--- config.mk ---
export PLATFORM = sky130hd
export DESIGN_NAME = encoder_unwrap_velocity_estimator
export DESIGN_NICKNAME = d
export VERILOG_FILES = /design/src/rtl/euve_pkg.sv /design/src/rtl/euve_ram.sv /design/src/rtl/euve_div.sv /design/src/rtl/euve_dp.sv /design/src/rtl/euve_ctrl.sv /design/src/rtl/encoder_unwrap_velocity_estimator.sv
export SDC_FILE = /design/constraint.sdc
export NUM_CORES = 2
export LEC_CHECK = 0
export BUFFER_PORTS_ARGS = -buffer_cell sky130_fd_sc_hd__buf_4
export CAP_MARGIN = 20
export CORE_ASPECT_RATIO = 2
export CORE_MARGIN = 4
export CORE_UTILIZATION = 25
export CTS_BUF_LIST = sky130_fd_sc_hd__clkbuf_8
export DETAILED_ROUTE_END_ITERATION = 6
export GPL_ROUTABILITY_DRIVEN = 0
export PLACE_DENSITY = 0.4
export RECOVER_POWER = 25
export SETUP_SLACK_MARGIN = 0.2
export SYNTH_ARGS = -nofsm -noshare
export SYNTH_HDL_FRONTEND = slang
export SYNTH_SLANG_ARGS = --single-unit
--- constraint.sdc ---
create_clock -name clk -period 21.2 [get_ports clk]
set_input_delay 1.06 -clock clk [delete_from_list [all_inputs] [get_ports clk]]
set_output_delay 1.06 -clock clk [all_outputs]
set_load 0.05 [all_outputs]
--- src/rtl/euve_pkg.sv ---
// Package for the encoder unwrap and velocity estimator: constants, state and
// command types shared by the controller, the datapath and the top level. No dependencies.
package euve_pkg;

	// Moving average depth and derived widths. The depth must be a power of two,
	// since the ring mean is taken with a shift.
	localparam int AVG_DEPTH = 8;
	localparam int IDX_W     = (AVG_DEPTH > 1) ? $clog2(AVG_DEPTH) : 1;
	localparam int AVG_SHIFT = $clog2(AVG_DEPTH);
	localparam int SUM_W     = 32 + $clog2(AVG_DEPTH);

	// Fixed arithmetic constants.
	localparam logic [31:0] HALF_SPAN = 32'h0000_8000;
	localparam logic [15:0] HALF_LOW  = 16'h8000;
	localparam logic [19:0] US_PER_S  = 20'd1000000;

	// Divider geometry: dividend holds |change| * 1e6, divisor is 16 bits.
	localparam int DIV_W      = 52;
	localparam int DVS_W      = 16;
	localparam int DIV_STEP   = 2;
	localparam int DIV_CYCLES = DIV_W / DIV_STEP;
	localparam int DIV_CNT_W  = $clog2(DIV_CYCLES + 1);

	// Register port.
	localparam int PADDR_W = 3;
	localparam logic REG_INVERT = 1'b0;

	typedef enum logic [3:0] {
		S_IDLE,
		S_UNWRAP,
		S_POS,
		S_CHANGE,
		S_ABS,
		S_MUL,
		S_DIV_RAW,
		S_WAIT_RAW,
		S_SAT,
		S_COMMIT,
		S_FINISH
	} euve_state_t;

	typedef struct packed {
		logic load;
		logic unwrap;
		logic pos;
		logic change;
		logic abs_val;
		logic mul;
		logic div_start;
		logic sat;
		logic commit;
		logic out_load;
	} euve_cmd_t;

	typedef struct packed {
		logic div_done;
	} euve_status_t;

endpackage

--- src/rtl/euve_ram.sv ---
// Generic single-port-write, single-port-read RAM with registered read data.
// No dependencies.
module euve_ram #(
	parameter int WIDTH = 32,
	parameter int DEPTH = 8
) (
	input  logic                                     clk,
	input  logic                                     we,
	input  logic [((DEPTH > 1) ? $clog2(DEPTH) : 1)-1:0] waddr,
	input  logic [WIDTH-1:0]                         wdata,
	input  logic [((DEPTH > 1) ? $clog2(DEPTH) : 1)-1:0] raddr,
	output logic [WIDTH-1:0]                         rdata
);

	logic [WIDTH-1:0] mem_q [DEPTH];
	logic [WIDTH-1:0] rdata_q;

	// Write port and registered read port.
	always_ff @(posedge clk) begin
		if (we) begin
			mem_q[waddr] <= wdata;
		end
		rdata_q <= mem_q[raddr];
	end

	assign rdata = rdata_q;

endmodule

--- src/rtl/euve_div.sv ---
// Unsigned restoring divider, two quotient bits per cycle, used for the raw
// velocity. Depends on euve_pkg.
module euve_div import euve_pkg::*; (
	input  logic             clk,
	input  logic             arst_n,
	input  logic             start,
	input  logic [DIV_W-1:0] dividend,
	input  logic [DVS_W-1:0] divisor,
	output logic             done,
	output logic [DIV_W-1:0] quotient
);

	logic [DIV_W-1:0]     rq_q;
	logic [DVS_W-1:0]     rem_q;
	logic [DVS_W-1:0]     dvs_q;
	logic [DIV_CNT_W-1:0] cnt_q;
	logic                 done_q;
	logic [DIV_W-1:0]     rq_w;
	logic [DVS_W-1:0]     rem_w;

	// Two restoring steps: shift in a dividend bit, subtract when it fits.
	always_comb begin
		logic [DVS_W:0] sh;
		rq_w  = rq_q;
		rem_w = rem_q;
		sh    = '0;
		for (int i = 0; i < DIV_STEP; i++) begin
			sh   = {rem_w, rq_w[DIV_W-1]};
			rq_w = {rq_w[DIV_W-2:0], 1'b0};
			if (sh >= {1'b0, dvs_q}) begin
				sh       = sh - {1'b0, dvs_q};
				rq_w[0]  = 1'b1;
			end
			rem_w = sh[DVS_W-1:0];
		end
	end

	// Iteration counter and done flag.
	always_ff @(posedge clk or negedge arst_n) begin
		if (!arst_n) begin
			cnt_q  <= '0;
			done_q <= 1'b0;
		end else if (start) begin
			cnt_q  <= DIV_CNT_W'(DIV_CYCLES);
			done_q <= 1'b0;
		end else if (cnt_q != '0) begin
			cnt_q <= cnt_q - 1'b1;
			if (cnt_q == DIV_CNT_W'(1)) begin
				done_q <= 1'b1;
			end
		end
	end

	// Shared dividend/quotient shift register and partial remainder.
	always_ff @(posedge clk) begin
		if (start) begin
			rq_q  <= dividend;
			rem_q <= '0;
			dvs_q <= divisor;
		end else if (cnt_q != '0) begin
			rq_q  <= rq_w;
			rem_q <= rem_w;
		end
	end

	assign done     = done_q;
	assign quotient = rq_q;

endmodule

--- src/rtl/euve_dp.sv ---
// Datapath: count unwrap, position change, velocity scaling, ring buffer,
// running sum and output registers. Depends on euve_pkg, euve_div, euve_ram.
module euve_dp import euve_pkg::*; (
	input  logic                clk,
	input  logic                arst_n,
	input  euve_cmd_t           cmd,
	output euve_status_t        status,
	input  logic                invert,
	input  logic [15:0]         counter_reading,
	input  logic [15:0]         dt_us,
	output logic signed [31:0]  position,
	output logic signed [31:0]  velocity,
	output logic signed [15:0]  velocity_short
);

	logic [15:0]             reading_q;
	logic [DVS_W-1:0]        dt_q;
	logic [31:0]             unwrapped_q;
	logic [31:0]             last_pos_q;
	logic [31:0]             pos_q;
	logic signed [31:0]      change_q;
	logic [31:0]             mag_q;
	logic                    neg_q;
	logic [DIV_W-1:0]        prod_q;
	logic signed [31:0]      old_q;
	logic signed [31:0]      raw_q;
	logic signed [SUM_W-1:0] sum_q;
	logic [IDX_W-1:0]        idx_q;
	logic [AVG_DEPTH-1:0]    valid_q;
	logic signed [31:0]      position_q;
	logic signed [31:0]      velocity_q;
	logic signed [15:0]      vshort_q;

	logic [15:0]             low_w;
	logic [31:0]             pos_w;
	logic signed [SUM_W-1:0] round_w;
	logic signed [SUM_W-1:0] sum_adj_w;
	logic                    div_done;
	logic [DIV_W-1:0]        quot;
	logic [31:0]             ram_rdata;
	logic signed [31:0]      raw_w;
	logic signed [31:0]      avg_w;
	logic signed [15:0]      short_w;

	// Wrapped 16-bit difference against the offset count, and the reported position.
	assign low_w = reading_q - HALF_LOW - unwrapped_q[15:0];
	assign pos_w = unwrapped_q + HALF_SPAN;

	euve_div u_div (
		.clk      (clk),
		.arst_n   (arst_n),
		.start    (cmd.div_start),
		.dividend (prod_q),
		.divisor  (dt_q),
		.done     (div_done),
		.quotient (quot)
	);

	assign status.div_done = div_done;

	euve_ram #(
		.WIDTH (32),
		.DEPTH (AVG_DEPTH)
	) u_ring (
		.clk   (clk),
		.we    (cmd.commit),
		.waddr (idx_q),
		.wdata (raw_q),
		.raddr (idx_q),
		.rdata (ram_rdata)
	);

	// Raw velocity: apply the sign and saturate to signed 32 bits.
	always_comb begin
		if (!neg_q) begin
			raw_w = (quot > DIV_W'(32'h7FFF_FFFF)) ? 32'sh7FFF_FFFF : signed'(quot[31:0]);
		end else begin
			raw_w = (quot > DIV_W'(32'h8000_0000)) ? 32'sh8000_0000 : -signed'(quot[31:0]);
		end
	end

	// Ring mean truncated toward zero: a negative sum is biased by depth - 1
	// before the arithmetic shift.
	assign round_w   = sum_q[SUM_W-1] ? SUM_W'(AVG_DEPTH - 1) : SUM_W'(0);
	assign sum_adj_w = sum_q + round_w;
	assign avg_w     = 32'(sum_adj_w >>> AVG_SHIFT);

	// The 16-bit saturated copy of the mean.
	always_comb begin
		if (avg_w > 32'sd32767) begin
			short_w = 16'sh7FFF;
		end else if (avg_w < -32'sd32768) begin
			short_w = 16'sh8000;
		end else begin
			short_w = avg_w[15:0];
		end
	end

	// State that reset clears: count, last position, ring index, sum and valid bits.
	always_ff @(posedge clk or negedge arst_n) begin
		if (!arst_n) begin
			unwrapped_q <= '0;
			last_pos_q  <= '0;
			idx_q       <= '0;
			sum_q       <= '0;
			valid_q     <= '0;
		end else begin
			if (cmd.unwrap) begin
				unwrapped_q <= unwrapped_q + 32'(signed'(low_w));
			end
			if (cmd.change) begin
				last_pos_q <= pos_q;
			end
			if (cmd.commit) begin
				sum_q          <= sum_q - SUM_W'(old_q) + SUM_W'(raw_q);
				valid_q[idx_q] <= 1'b1;
				idx_q          <= (idx_q == IDX_W'(AVG_DEPTH - 1)) ? '0 : idx_q + 1'b1;
			end
		end
	end

	// Working and output payload registers.
	always_ff @(posedge clk) begin
		if (cmd.load) begin
			reading_q <= counter_reading;
			dt_q      <= (dt_us == '0) ? DVS_W'(1) : dt_us;
		end
		if (cmd.pos) begin
			pos_q <= invert ? (32'd0 - pos_w) : pos_w;
		end
		if (cmd.change) begin
			change_q <= signed'(pos_q - last_pos_q);
		end
		if (cmd.abs_val) begin
			neg_q <= change_q[31];
			mag_q <= change_q[31] ? 32'(-change_q) : 32'(change_q);
		end
		if (cmd.mul) begin
			prod_q <= DIV_W'(mag_q) * DIV_W'(US_PER_S);
			old_q  <= valid_q[idx_q] ? signed'(ram_rdata) : 32'sd0;
		end
		if (cmd.sat) begin
			raw_q <= raw_w;
		end
		if (cmd.out_load) begin
			position_q <= signed'(pos_q);
			velocity_q <= avg_w;
			vshort_q   <= short_w;
		end
	end

	assign position       = position_q;
	assign velocity       = velocity_q;
	assign velocity_short = vshort_q;

endmodule

--- src/rtl/euve_ctrl.sv ---
// Controller: sequences one item through the datapath and owns both handshakes.
// Depends on euve_pkg.
module euve_ctrl import euve_pkg::*; (
	input  logic         clk,
	input  logic         arst_n,
	input  logic         in_valid,
	output logic         in_ready,
	output logic         out_valid,
	input  logic         out_ready,
	input  euve_status_t status,
	output euve_cmd_t    cmd
);

	euve_state_t state_q;
	euve_state_t state_d;
	logic        out_valid_q;
	logic        out_free;

	assign out_free = !out_valid_q || out_ready;

	// State register and output valid flag.
	always_ff @(posedge clk or negedge arst_n) begin
		if (!arst_n) begin
			state_q     <= S_IDLE;
			out_valid_q <= 1'b0;
		end else begin
			state_q <= state_d;
			if (cmd.out_load) begin
				out_valid_q <= 1'b1;
			end else if (out_ready) begin
				out_valid_q <= 1'b0;
			end
		end
	end

	// Next state and datapath commands.
	always_comb begin
		state_d  = state_q;
		cmd      = '0;
		in_ready = 1'b0;
		unique case (state_q)
			S_IDLE: begin
				in_ready = 1'b1;
				if (in_valid) begin
					cmd.load = 1'b1;
					state_d  = S_UNWRAP;
				end
			end
			S_UNWRAP: begin
				cmd.unwrap = 1'b1;
				state_d    = S_POS;
			end
			S_POS: begin
				cmd.pos = 1'b1;
				state_d = S_CHANGE;
			end
			S_CHANGE: begin
				cmd.change = 1'b1;
				state_d    = S_ABS;
			end
			S_ABS: begin
				cmd.abs_val = 1'b1;
				state_d     = S_MUL;
			end
			S_MUL: begin
				cmd.mul = 1'b1;
				state_d = S_DIV_RAW;
			end
			S_DIV_RAW: begin
				cmd.div_start = 1'b1;
				state_d       = S_WAIT_RAW;
			end
			S_WAIT_RAW: begin
				if (status.div_done) begin
					state_d = S_SAT;
				end
			end
			S_SAT: begin
				cmd.sat = 1'b1;
				state_d = S_COMMIT;
			end
			S_COMMIT: begin
				cmd.commit = 1'b1;
				state_d    = S_FINISH;
			end
			S_FINISH: begin
				if (out_free) begin
					cmd.out_load = 1'b1;
					state_d      = S_IDLE;
				end
			end
			default: begin
				state_d = S_IDLE;
			end
		endcase
	end

	assign out_valid = out_valid_q;

endmodule

--- src/rtl/encoder_unwrap_velocity_estimator.sv ---
// Encoder count unwrap with moving-average velocity. One item at a time: out_valid
// rises on the edge that returns the controller to idle, and the next item can be taken
// in that cycle, so a new item is taken only once the last is through; results leave at once.
// The serial divider for change over dt runs two quotient bits per cycle;
// a result still waiting holds the next item in its last state. Reset clears the count,
// last position, ring index, sum, ring valid bits and inversion at once; no clearing pass.
module encoder_unwrap_velocity_estimator import euve_pkg::*; (
	input  logic               clk,
	input  logic               arst_n,
	input  logic               in_valid,
	output logic               in_ready,
	input  logic [15:0]        counter_reading,
	input  logic [15:0]        dt_us,
	output logic               out_valid,
	input  logic               out_ready,
	output logic signed [31:0] position,
	output logic signed [31:0] velocity,
	output logic signed [15:0] velocity_short,
	input  logic               psel,
	input  logic               penable,
	input  logic               pwrite,
	input  logic [PADDR_W-1:0] paddr,
	input  logic [31:0]        pwdata,
	output logic [31:0]        prdata,
	output logic               pready
);

	euve_cmd_t    cmd;
	euve_status_t status;
	logic         invert_q;
	logic         reg_hit;

	// Register port: a single inversion bit, writes complete in the access cycle.
	assign pready  = 1'b1;
	assign reg_hit = (paddr[PADDR_W-1:2] == REG_INVERT);

	always_ff @(posedge clk or negedge arst_n) begin
		if (!arst_n) begin
			invert_q <= 1'b0;
		end else if (psel && penable && pwrite && reg_hit) begin
			invert_q <= pwdata[0];
		end
	end

	assign prdata = reg_hit ? {31'd0, invert_q} : 32'd0;

	euve_ctrl u_ctrl (
		.clk       (clk),
		.arst_n    (arst_n),
		.in_valid  (in_valid),
		.in_ready  (in_ready),
		.out_valid (out_valid),
		.out_ready (out_ready),
		.status    (status),
		.cmd       (cmd)
	);

	euve_dp u_dp (
		.clk             (clk),
		.arst_n          (arst_n),
		.cmd             (cmd),
		.status          (status),
		.invert          (invert_q),
		.counter_reading (counter_reading),
		.dt_us           (dt_us),
		.position        (position),
		.velocity        (velocity),
		.velocity_short  (velocity_short)
	);

endmodule

# Yosys cells after proc, flatten, opt, wreduce, memory -nomap -nowiden
# Memory sizes are Yosys's and may differ from the RTL's. A register that Yosys moved wholly into a read port is not among the register bits.
# Cells that the tools add are included.
# word_totals
ff_bits	525
mem_bits_rw	256
inputBits	74
output_inout_bits	115
mem_count	1
# classes
add_sub_neg	15
mul	1
n_lt_le_gt_ge	8
n_eq_ne	15
muxes	45
bitwise_logic	2
n_reduce_logical	14
# memory_table
name	words	word_bits	rd	rd_ports_with_merged_regs	write_ports	line_no	text
u_dp.u_ring.mem_q	8	32	1	1	1	euve_ram.sv:15	logic [WIDTH-1:0] mem_q [DEPTH];
# op_table
cell	n
$mux W32	4
$mux W52	2
$neg A32 Y32	2
$gt A52 B31 Y1 const B	1
$gt A52 B32 Y1 const B	1
$mux W16	3
$sub A16 B16 Y16	3
$mul A32 B14 Y46 const B	1
$pmux W4 S11	1
$add A35 B32 Y35	1
$add A35 B35 Y35	1
$sub A35 B32 Y35	1
$ge A17 B16 Y1	2
$add A32 B16 Y32 const B	1
$add A32 B32 Y32	1
$gt A32 B16 Y1 const B	1
$lt A32 B16 Y1 const B	1
$sub A1 B32 Y32 const A	1
$sub A32 B32 Y32	1
$mux W31	1
$mux W1	25
$eq A4 B3 Y1 const B	4
$logic_not A16 Y1	1
$sub A16 B16 Y16 const B	1
26 further kinds	39

# Longest topological paths before layout
# depth
word_depth	6
ltp_mapped	27
mapped_depth_nobuf	27

# Modules after synthesis
# From an unflattened synthesis, not the netlist that was laid out.
# hier_totals
cells_unflattened	3870
hier_area_um2	47460.5
# modules_own_cells
mod	instances	cells_each	area_each_um2
euve_dp	1	2873	30768.3
euve_ram	1	415	10466.3
euve_div	1	499	5522.8
euve_ctrl	1	45	401.6
encoder_unwrap_velocity_estimator	1	38	301.5

# Worst setup path before layout
# OpenSTA, ideal clock, no wires.
# synth_path
path_kind	input to register
start	input port out_ready
end	register u_dp.position_q[0] (netlist: u_dp.position[0]) (enable)
setup_time_ns	0.633
t_arrival_ns	7.066
required_time_ns	20.567
setup_slack_ns	13.501
stages	2
path_cell_list	nand2b_1 nor3b_1
# synth_lines
item	line_no	text
start: declaration	encoder_unwrap_velocity_estimator.sv:15	input logic out_ready,
end signal: assignment	euve_dp.sv:146	position_q <= signed'(pos_q);
end: declaration	euve_dp.sv:30	logic signed [31:0] position_q;

# Worst setup path after layout
# layout_path
start	register u_dp.mag_q[5]
end	register u_dp.prod_q[50], data pin
# layout_between
elab_chain_cells	1
# layout_lines
item	line_no	text
start: declaration	euve_dp.sv:22	logic [31:0] mag_q;
start signal: assignment	euve_dp.sv:136	mag_q <= change_q[31] ? 32'(-change_q) : 32'(change_q);
$mul A32 B14 Y46	euve_dp.sv:139	prod_q <= DIV_W'(mag_q) * DIV_W'(US_PER_S);
end signal: assignment	euve_dp.sv:139	
end: declaration	euve_dp.sv:24	logic [DIV_W-1:0] prod_q;
# Every way passes these cells.
# A chain may end at the register's enable or synchronous reset.

==> summary.txt <==
Detailed routing
  – Routed WL: between 100 and 150 mm
  – Post-route DRC: 0
  – DRT iter0 DRCs: 1081
  – Avg WL per Cell: between 15 and 20 um
  – Routed via count: just under 30000
  – DRT antenna net count: 0
  – Drt pass-1 iters: 7
  – Via-per-instance ratio: 4.45

Hold path
  – Worst hold path class: register to register
  – Hold_sp: u_dp.dt_q[12]

Outcome
  – Failing checks: max-capacitance violations, max-slew violations
  – Status: complete, but fails checks

Global routing
  – Pin count of the biggest net entering global routing: 95
  – Antenna violations before repair: 2
  – Number of global-route vias before repair: 32327
  – First-pass GRT wire length: roughly 180 mm
  – Grt total ovfl: 0
  – GRT Util Overall: 0.123

Setup path
  – Crit. End Element: register
  – CP Max Fanout: 5
  – Delay-heaviest family, CP: adder cells
  – WP data required: roughly 22000 ps
  – Worst r2r src: u_dp.mag_q[5]
  – Cell breakdown of the critical path: inv_1 -> fa_1 -> inv_1 -> fa_1 -> fa_1 -> fa_1 -> ha_1 -> inv_1 -> fa_1 -> inv_1 -> ha_1 -> a21o_1 -> a31o_2 -> a21o_1 -> a221oi_1 -> o21ai_0 -> o2111ai_1 -> nand2_1 -> a311oi_1 -> o21ai_0 -> a21oi_1 -> xnor2_1
  – Worst path arrival time: 7860 ps
  – CP dominant cell by count: fa_1
  – Crit path buffers/inverters: 4
  – CP Launch Type: register
  – Worst path max stage delay: 690 ps
  – Crit-path slowest cell: a221oi_1
  – Critical path type: register to register
  – CP startpoint: u_dp.mag_q[5]

Clock tree
  – CTS sink count: between 800 and 900
  – Htree depth: 4
  – TritonCTS clock tree: yes
  – TritonCTS buffer count: between 100 and 150
  – CTS Buffer Depth: 4
  – Setup Buffers After CTS: 0
  – Clk_lat worst skew: around 850 ps
  – Clock-pin slew on the worst setup and hold paths: approximately 70 ps
  – Hold Buf Count CTS: 0
  – Root Driver: clkbuf_8
  – Post-CTS Resized: 0

Job
  – Max-cap viol count: 4

STA
  – Worst-margin pin slew: approximately 3000 ps
  – Minimum clock period: 7300 ps
  – Final hold vios: 0
  – Clock skew: around 80 ps
  – Period utilization: 0.344
  – Max-slew violation count: between 100 and 150
  – RSZ-0062 raised after global routing: no
  – Rel. slew slack: -0.993
  – Total negative slack: 0 ps
  – Max Clk Rate: between 100 and 150 MHz
  – Final hold slack: between 300 and 400 ps
  – # setup viols final: 0

Synthesis
  – Top FF cell, synth: edfxtp_1
  – Yosys synthesis warning count: 0
  – Post-Synthesis Cell Area: between 40000 and 50000 um^2
  – Seq/Total Area, Yosys: 0.506
  – Synth cell types: 86
  – Synth Area per Inst: between 10 and 15 um^2
  – EDFF count, synth: around 640
  – Synth Register Bits: between 800 and 900
  – Post-synth ARST share: 0.150
  – Cells after Synth: about 4000

Final layout
  – Number of nets in the final layout: between 4000 and 5000
  – Area occupied by multi-input gates: 20500 um^2
  – Finished Cell Area: between 50000 and 60000 um^2
  – Most common cell after layout, fill and taps aside: edfxtp_1
  – Most frequent cells in the layout: edfxtp_1 (643), inv_1 (517), nand2_1 (404)
  – Share of cells above drive strength 1: 0.0975
  – Fill count: approximately 19000
  – Register area: 23300 um^2
  – Area delta synth->final: 13.8%
  – Number of standard cells in the layout, taps in and fillers out: 6692

Power and ir drop
  – Maximum vdd drop: roughly 0.00011 V
  – Leakage power: about 21 nW
  – P per Cell Area: about 160 nW/um^2
  – Tot Pwr: 8.21 mW

Placed design
  – HPWL after detailed placement: around 89 mm
  – Cell count after placement: approximately 6400
  – Placed inst area: 49800 um^2
  – Port Buffer Count: roughly 120

Floorplanning
  – Rows: roughly 220
  – IO Pins: about 190
  – Die width: ~310 um
  – Die area: approximately 190000 um^2
  – Total core area: ~180000 um^2
  – Chip height: around 620 um
  – Initial Utilization: 0.252
[layout make-up]
class / count / share of cell area
inverter: 472 / 0.0338
antenna: 2 / 0.0000955
clock inverter: 95 / 0.00976
tap: 2352 / 0.0561
sequential: 813 / 0.445
timing repair buffer: 180 / 0.0251
clock buffer: 153 / 0.0402
multi-input combinational: 2625 / 0.390
[where the power goes]
group	internal (mW)	leakage [nW]	switching, mW	total, mW
clock	0.714	1.50	0.668	1.38
sequential	2.16	7.91	0.208	2.37
combinational	1.91	11.9	2.54	4.46
total	4.79	21.3	3.42	8.21
[path summary, 6_finish.rpt]
check | end | slack (ps) | cells after the start
setup / recovery | u_dp.prod_q[50] | 13900 | 22
hold / removal | u_dp.u_div.dvs_q[12] | 400 | 0
setup reg to reg | u_dp.prod_q[50] | 13900 | 22
hold reg to reg | u_dp.u_div.dvs_q[12] | 400 | 0
max in group asynchronous | u_dp.sum_q[7] | 16810 | 2
min in group asynchronous | u_dp.u_div.cnt_q[3] | 780 | 1
[stage by stage]
stage,utilization,worst slack (ps)
6_report,0.286,13900
5_1_grt,0.286,13510
4_1_cts,0.287,13810
3_5_place_dp,0.272,13810
3_3_place_gp,0.272,13860
2_1_floorplan,-,13500
[layer usage]
layer,vias up,GRT usage,wire length [um]
met5,-,0,0
met4,0,0.0601,5950
met3,254,0.0190,3920
met2,504,0.258,69400
met1,14362,0.111,40000
li1,14633,-,-
[cells in the mapped netlist, types with 24 or more instances]
cell,instances,area share
o311ai_0,27,0.0051
nor2_1,118,0.0096
fa_1,175,0.076
nor3_1,68,0.0074
nand2b_1,34,0.0046
dfrtp_1,122,0.066
o21ai_0,249,0.027
a22oi_1,132,0.022
nor4_1,24,0.0033
nand4_1,60,0.0081
nand3_1,48,0.0052
or3_1,24,0.0033
dfxtp_1,48,0.021
nor2b_1,54,0.0073
and3_1,28,0.0038
xnor2_1,197,0.037
nand2_1,405,0.033
a21oi_1,165,0.018
buf_4,32,0.0052
edfxtp_1,643,0.42
inv_1,471,0.038
ha_1,322,0.087
a21o_1,83,0.014
and2_1,25,0.0034
clkbuf_1,126,0.010
o31ai_1,25,0.0041
o21bai_1,26,0.0042
xor2_1,82,0.016
[state kept, by name (all words and copies together) (netlist names), 8 cells and up]
name / flops
u_dp.u_div.rem_q: 16
u_dp.velocity_short: 16
u_dp.last_pos_q: 32
u_dp.u_ring.mem_q: 256
u_dp.position: 32
u_dp.u_div.dvs_q: 16
u_dp.prod_q: 46
u_dp.pos_q: 32
u_dp.velocity: 32
u_dp.sum_q: 35
u_dp.reading_q: 16
u_dp.u_ring.rdata: 32
u_dp.mag_q: 32
u_dp.raw_q: 32
u_dp.dt_q: 16
u_dp.u_div.quotient: 52
u_dp.unwrapped_q: 32
u_dp.change_q: 32
u_dp.old_q: 32
u_dp.valid_q: 8
[cell families (layout without fill, tap and decap cells)]
group,Yosys count,in the layout,share of synthesized area
compound gates,854,854,0.120
xor+xnor,279,279,0.0530
fa+ha+maj,497,497,0.163
buf+inv,635,900,0.0544
flops,813,813,0.506
mux,16,16,0.00377
other cells,2,34,0.000163
simple gates,947,947,0.0994
(Power assumes the default switching activity.)
